<file path="config.mk">
export PLATFORM = sky130hd
export DESIGN_NAME = fvc_cell
export DESIGN_NICKNAME = d
export VERILOG_FILES = /design/src/sv/fvc_pkg.sv /design/src/sv/fvc_cell.sv
export SDC_FILE = /design/constraint.sdc
export NUM_CORES = 1
export LEC_CHECK = 0
export ABC_AREA = 1
export ABC_CLOCK_PERIOD_IN_PS = 8700
export BUFFER_PORTS_ARGS = -buffer_cell sky130_fd_sc_hd__buf_2
export CAP_MARGIN = 5
export CORE_ASPECT_RATIO = 1.4
export CORE_MARGIN = 10
export CORE_UTILIZATION = 55
export DETAILED_ROUTE_END_ITERATION = 7
export GPL_TIMING_DRIVEN = 1
export PLACE_DENSITY = 0.8
export REMOVE_ABC_BUFFERS = 1
export SLEW_MARGIN = 5
export SYNTH_ARGS = -nofsm -noshare
export SYNTH_HDL_FRONTEND = slang
export SYNTH_SLANG_ARGS = --single-unit
export TNS_END_PERCENT = 5
</file>
<file path="constraint.sdc">
create_clock -name clk -period 8.7 [get_ports clk]
set_input_delay 1.305 -clock clk [delete_from_list [all_inputs] [get_ports clk]]
set_output_delay 1.305 -clock clk [all_outputs]
set_load 0.02 [all_outputs]
</file>
<file path="src/sv/fvc_pkg.sv">
// Shared types and constants for the valid-mode FIR correlation block.
// Used by fvc_cell and fir_valid_correlation. No dependencies.
package fvc_pkg;

  localparam int SAMPLE_W = 16;
  localparam int COEF_W   = 16;
  localparam int PROD_W   = SAMPLE_W + COEF_W;
  localparam int OUT_W    = 38;
  localparam int TAP_W    = 7;
  localparam int CIDX_W   = 6;

  localparam logic CMD_COEFF  = 1'b0;
  localparam logic CMD_SAMPLE = 1'b1;

  typedef enum logic [1:0] {
    ST_IDLE,
    ST_RUN,
    ST_DONE
  } fvc_state_t;

  // Per-cycle controls broadcast to every cell of the chain
  typedef struct packed {
    logic hist_shift;  // push a new sample into the history chain
    logic rot_up;      // rotate aligned coefficients toward higher index
    logic rot_dn;      // rotate aligned coefficients toward lower index
    logic coef_wr;     // coefficient write, cell selected by target index
    logic run;         // accumulate one step toward cell 0
    logic clear;       // zero the partial sums
  } cell_ctrl_t;

endpackage

</file>
<file path="src/sv/fvc_cell.sv">
// One tap cell: history sample, aligned coefficient, product and partial sum.
// Depends on fvc_pkg; instantiated in a chain by fir_valid_correlation.
module fvc_cell #(
  parameter int IDX = 0,
  parameter int NW  = 7,
  parameter int AW  = 6
) (
  input  logic                             clk,
  input  logic                             rst_n,
  input  fvc_pkg::cell_ctrl_t              ctrl,
  input  logic [NW-1:0]                    active_n,
  input  logic [AW-1:0]                    coef_target,
  input  logic signed [fvc_pkg::COEF_W-1:0]   coef_wdata,
  input  logic signed [fvc_pkg::SAMPLE_W-1:0] hist_in,
  input  logic signed [fvc_pkg::COEF_W-1:0]   coef_up_in,
  input  logic signed [fvc_pkg::COEF_W-1:0]   coef_dn_in,
  input  logic signed [fvc_pkg::OUT_W-1:0]    acc_in,
  output logic signed [fvc_pkg::SAMPLE_W-1:0] hist_out,
  output logic signed [fvc_pkg::COEF_W-1:0]   coef_out,
  output logic signed [fvc_pkg::OUT_W-1:0]    acc_out
);
  import fvc_pkg::*;

  logic signed [SAMPLE_W-1:0] hist_r;
  logic signed [COEF_W-1:0]   coef_r;
  logic signed [COEF_W-1:0]   coef_nxt;
  logic signed [OUT_W-1:0]    acc_r;
  logic signed [OUT_W-1:0]    acc_nxt;
  logic signed [PROD_W-1:0]   prod;
  logic                       active;

  assign prod   = hist_r * coef_r;
  // taps at or beyond the count in use add nothing
  assign active = NW'(IDX) < active_n;

  always_comb begin
    coef_nxt = coef_r;
    if (ctrl.rot_up) begin
      coef_nxt = coef_up_in;
    end else if (ctrl.rot_dn) begin
      coef_nxt = coef_dn_in;
    end else if (ctrl.coef_wr && (coef_target == AW'(IDX))) begin
      coef_nxt = coef_wdata;
    end
  end

  always_comb begin
    acc_nxt = acc_r;
    if (ctrl.clear) begin
      acc_nxt = '0;
    end else if (ctrl.run) begin
      if (active) begin
        acc_nxt = acc_in + {{(OUT_W-PROD_W){prod[PROD_W-1]}}, prod};
      end else begin
        acc_nxt = acc_in;
      end
    end
  end

  always_ff @(posedge clk) begin
    if (!rst_n) begin
      coef_r <= '0;
    end else begin
      coef_r <= coef_nxt;
    end
  end

  always_ff @(posedge clk) begin
    if (ctrl.hist_shift) begin
      hist_r <= hist_in;
    end
    acc_r <= acc_nxt;
  end

  assign hist_out = hist_r;
  assign coef_out = coef_r;
  assign acc_out  = acc_r;

endmodule

</file>
==> impl_results.md, run 1 <==
* Outcome: complete, no violations
* CP Data Required Time at 8.95 ns
* Placed Area at 17300 µm²
* Most frequent cell on the critical path: nand2_1
* Io pins at 193
* Post-Route Setup TNS at 0 ns
* Pre-CTS setup slack at 0.570 ns
* Synth top area share at 32.8%
* Clock Skews at 0.0117 ns
* First-pass GRT wire length at 80000 µm
* Post-Route WL at 48600 µm
* First-pass DRT Iterations at 8
* Crit-path slowest cell: dfxtp_1
* H-Tree Level Count at 3
* GRT Overall Usage at 27.5%
* Hold Vio Cnt, Final at 0
* Worst-Skew Late Latency at 0.38 ns
* Slew HR at 37.9%
* Worst Setup Start Kind: flip-flop
* Worst Setup End Kind: flip-flop
* Worst slew pin tran at 0.930 ns
* Post-synth cell types at 51
* Post-CTS sizing at 0
* Initial Util at 55.4%
* Ys Warns at 0
* Vias per std cell at 5.29
* Clock buffer count from CTS at 9
* Hold_sp: acc_out[6]
* CP Data Arrival Time at 8.23 ns
* GP Congestion at 0.968
* Layout area overhead at 9.70%
* Reg-to-Reg Start: coef_out[3]
* Vias at 14583
* Top post-synthesis cells by count: 560 x nand2_1, 518 x inv_1, 263 x fa_1
* Die area at 36500 µm²
* Total of max-cap violations at 0
* CTS tree: done
* Register bit count reported by yosys at 70
* Chip width at 164 µm
* Die Height at 222 µm
* Final Cell Area at 17600 µm²
* Top post-synthesis cells by area: fa_1 33%, nand2_1 13%, inv_1 12%
* Core area at 29000 µm²
* Vias in the first global route at 15999
* Post-synth EDFFs at 16
* Final period util at 91.8%
* Initial DRC count at 757
* Syn Inst Count at 2234
* Kind of critical path: flip-flop to flip-flop
* Max-slew violation total from the final report at 0
* Share of cells above drive strength 1 at 12.4%
* Final setup violation count at 0
* Worst-path clk slew at 0.07 ns
* Post-route ant nets at 0
* CTS sink count at 70
* Hold_buf cts at 0
* Critical Path Start: coef_out[3]
* Hold path depth at 2
* Worst r2r dst: acc_out[30]
* Mean Syn Cell Area at 7.19 µm²
* WHS Endpoint: acc_out[6]
* Cell taking the most area after synthesis: fa_1
* Pin count of the biggest net entering global routing at 51
* Max clock buf depth at 2
* Grt ovf at 0
* WL/cell at 17.7 µm
* Core Rows at 74
* Drc violations at 0
* Ys async rst share at 0%
* PortBufs at 192
* Max incr delay on CP at 0.83 ns
* Minimum clock period after layout at 7.99 ns
* Post-DP HPWL at 41200 µm
* Post-synthesis sequential area ratio at 9.72%
* Synth Cell Area at 16100 µm²
* RSZ-0062 raised after global routing: no
* Commonest register cell after synthesis: dfxtp_1
* CP Max Fanout at 18
* Top-count cell post-synth: nand2_1
* Fin nets at 2876
* Postcts setup bufs at 0
* Maximum clock rate at 125 MHz
* Clock tree root buffer cell: clkbuf_16
* Initial antenna violation count at 0
* Hold Path Class: flip-flop to flip-flop
* Final Util at 60.8%
* Final setup margin at 0.713 ns
* Worst reg2reg path depth at 35
* Flop2flop setup slack at 0.71 ns
* ANT cells at 0
## through the flow
step / cells / hold slack [ns]
2_1_floorplan: 2150 / 0.539
3_3_place_gp: 2737 / 0.451
3_5_place_dp: 2737 / 0.454
4_1_cts: 2753 / 0.464
5_1_grt: 2755 / 0.491
6_report: 2755 / 0.464
## registers in the layout, summed over array words and instances, names as in the netlist
register	cells
acc_out	38
coef_out	16
hist_out	16
## critical path: cells and delay by family (launching register included)
kind | cells | cell delay (ns)
DFF | 1 | 0.83
and+or+nand+nor | 14 | 1.54
AOI/OAI and AO/OA | 5 | 0.91
buffers and inverters | 7 | 0.79
xor gates and xnor gates | 1 | 0.20
adders and majority gates | 8 | 3.59
## cells in the final DEF (no fill, tap or decap), drive strengths merged, types with 10 or more instances in the layout
cell type / n
ha: 120
fa: 263
nand3: 66
a211oi: 16
nand4: 10
xnor2: 17
nor3: 10
buf: 209
o21ai: 75
nand2: 570
inv: 535
edfxtp: 16
a21oi: 129
nor2: 188
xor2: 24
dfxtp: 54
o211ai: 10
## per-layer routing
metal / vias to the layer above / GRT usage, % / wire length (µm)
met3: 146 / 4.57 / 2950
met4: 0 / 14.2 / 2550
met5: - / 0 / 0
li1: 6938 / - / -
met1: 6968 / 29.0 / 17100
met2: 531 / 50.8 / 26100
## final cells by class
class / instances / area, µm²
tap: 380 / 475
sequential: 70 / 1560
multi-input combinational: 1541 / 12100
clock buffer: 9 / 225
inverter: 539 / 2020
timing repair buffer: 209 / 1090
fill: 2612 / 11400
clock inverter: 7 / 98.8
## worst max path at each step
stage	end	slack, ns
after global placement	acc_out[30]	0.73
final	acc_out[30]	0.71
after CTS	acc_out[30]	0.54
after detailed placement	acc_out[30]	0.57
after global routing	acc_out[30]	0.09
after floorplan	acc_out[31]	1.69
## kinds of logic (layout without fill, tap and decap cells)
| group | count (synthesis) | count (layout) | share of synthesized area, % |
|---|---|---|---|
| AO/OA/AOI/OAI | 260 | 260 | 9.47 |
| XOR/XNOR | 41 | 41 | 2.24 |
| adder cells (fa/ha/maj) | 383 | 383 | 42.1 |
| buffers and inverters | 623 | 764 | 14.7 |
| flip-flops | 70 | 70 | 9.72 |
| AND/OR/NAND/NOR | 857 | 857 | 21.8 |
Power of run 1 is left out: the tool's default activity adds up to more than one toggle a clock period on the data nets, which glitch-free logic cannot reach.
==> run 2: changes to the inputs <==
--- a/config.mk
+++ b/config.mk
@@ -8,13 +8,13 @@
 export ABC_AREA = 1
 export ABC_CLOCK_PERIOD_IN_PS = 8700
 export BUFFER_PORTS_ARGS = -buffer_cell sky130_fd_sc_hd__buf_2
-export CAP_MARGIN = 5
+export CAP_MARGIN = 20
 export CORE_ASPECT_RATIO = 1.4
 export CORE_MARGIN = 10
 export CORE_UTILIZATION = 55
 export DETAILED_ROUTE_END_ITERATION = 7
 export GPL_TIMING_DRIVEN = 1
-export PLACE_DENSITY = 0.8
+export PLACE_DENSITY = 0.88
 export REMOVE_ABC_BUFFERS = 1
 export SLEW_MARGIN = 5
 export SYNTH_ARGS = -nofsm -noshare
==> run 2 against run 1 <==
First-iteration DRC count grew 29%; final cell count is essentially flat; worst hold slack lost 0.0012 ns; register-to-register slack lost 0.14 ns; maximum frequency shrank 1.8%; clock skew shrank 0.0025 ns; cell area shrank 0.18%; global-route usage shrank 0.25 points; flip-flop and latch count is the same; critical endpoint is now acc_out[35].
==> impl_results.md, run 2 (synthesis gave the netlist of run 1 again) <==
* Grt ovf at 0 (unchanged)
* Initial antenna violation count at 0 (unchanged)
* Clock tree root buffer cell: clkbuf_16
* Clock buffer count from CTS at 9 (unchanged)
* GP Congestion at 0.949 (-2.0%)
* Hold path depth at 2 (unchanged)
* Minimum clock period after layout at 8.13 ns (+0.144 ns)
* Kind of critical path: flip-flop to flip-flop
* Drc violations at 0 (unchanged)
* Worst-path clk slew at 0.07 ns (about the same)
* Share of cells above drive strength 1 at 12.3% (-0.074 points)
* CP Data Arrival Time at 8.37 ns (+0.14 ns)
* H-Tree Level Count at 3 (unchanged)
* Crit-path slowest cell: fa_1
* Final Cell Area at 17600 µm² (-0.18%)
* Max-slew violation total from the final report at 0 (unchanged)
* Worst Setup Start Kind: flip-flop
* Max incr delay on CP at 0.73 ns (-0.10 ns)
* Placed Area at 17300 µm² (unchanged)
* Core Rows at 74 (unchanged)
* Max reg flops at 38 (unchanged)
* CTS tree: done
* Core area at 29000 µm² (unchanged)
* Clock Skews at 0.00924 ns (-0.00248 ns)
* Pin count of the biggest net entering global routing at 51 (unchanged)
* Top delay family on crit path: adder cells
* WL/cell at 17.7 µm (+0.37%)
* Post-Route Setup TNS at 0 ns (unchanged)
* PortBufs at 192 (unchanged)
* Max clock buf depth at 2 (unchanged)
* Post-route ant nets at 0 (unchanged)
* First-pass GRT wire length at 79900 µm (-0.10%)
* Total of max-cap violations at 0 (unchanged)
* CP Data Required Time at 8.94 ns (about the same)
* Postcts setup bufs at 0 (unchanged)
* Hold Vio Cnt, Final at 0 (unchanged)
* Slew HR at 36.9% (-1.0 points)
* Post-DP HPWL at 41000 µm (-0.55%)
* Post-CTS sizing at 0 (unchanged)
* Vias at 14892 (+2.1%)
* Layout area overhead at 9.50%
* Final period util at 93.5% (+1.7 points)
* Fin nets at 2874 (-0.070%)
* Maximum clock rate at 123 MHz (-1.8%)
* Final setup violation count at 0 (unchanged)
* Die area at 36500 µm² (unchanged)
* Chip width at 164 µm (unchanged)
* CP Depth at 34 (-2.9%)
* Vias per std cell at 5.41 (+2.2%)
* Most frequent cells in the layout: 560 x nand2_1, 518 x inv_1, 263 x fa_1
* Hold Path Class: flip-flop to flip-flop
* Outcome: complete, no violations
* Worst slew pin tran at 0.946 ns (+0.0164 ns)
* GRT Overall Usage at 27.3% (-0.25 points)
* Worst-Skew Late Latency at 0.38 ns (about the same)
* Post-Route WL at 48800 µm (+0.29%)
* Worst Setup End Kind: flip-flop
* Most frequent cell on the critical path: nand2_1
* Worst reg2reg path depth at 34 (-2.9%)
* CTS sink count at 70 (unchanged)
* First-pass DRT Iterations at 5 (-3)
* ANT cells at 0 (unchanged)
* Commonest non-fill, non-tap cell in the layout: nand2_1
* Die Height at 222 µm (unchanged)
* Initial Util at 55.4% (unchanged)
* Buffers & Inverters on Critical Path at 6 (-1)
* Io pins at 193 (unchanged)
* Initial DRC count at 978 (+29%)
* Hold_buf cts at 0 (unchanged)
* CP Max Fanout at 17 (-1)
* RSZ-0062 raised after global routing: no
* Vias in the first global route at 16283 (+1.8%)
==> run 2: metrics by stage <==
step	utilization, %	worst slack, ns	instances	hold WS [ns]
global placement	59.6	0.718	2737	0.450
floorplan	-	1.69	2150	0.539
finish	60.7	0.569	2753	0.463
CTS	60.7	0.622	2753	0.464
global route	60.7	0.0141	2753	0.489
detailed placement	59.6	0.628	2737	0.453
==> run 2: metal layers <==
metal	global-route usage, %	wire length (µm)	part of all wire [%]	vias up
met3	3.85	2810	5.8	212
met5	0	0	0	-
met4	16.0	3020	6.2	0
met2	49.8	25800	53	621
met1	28.8	17100	35	7119
li1	-	-	-	6940
==> run 2: cell type report <==
type                    instances  area (µm²)
clock buffers                   9         225
clock inverters                 7        81.3
fillers                      2436       11400
inverters                     539        2020
multi-input cells            1541       12100
flip-flops and latches         70        1560
well taps                     380         475
repair buffers                207        1070
==> run 2: worst register-to-register path: cells and delay by family, from the launching register on <==
family,cells,cell delay (ns)
AO/OA/AOI/OAI,1,0.06
XOR/XNOR,1,0.09
adder cells (fa/ha/maj),8,3.98
buffers and inverters,6,0.74
flip-flops,1,0.66
AND/OR/NAND/NOR,18,2.47
==> run 2: worst paths after layout <==
| kind | startpoint | end | slack (ns) |
|---|---|---|---|
| worst min register to register | acc_out[6] | acc_out[6] | 0.46 |
| worst max-delay path | hist_out[15] | acc_out[35] | 0.57 |
| worst min-delay path | acc_out[6] | acc_out[6] | 0.46 |
| worst max register to register | hist_out[15] | acc_out[35] | 0.57 |
Power of run 2 is left out for the same reason.
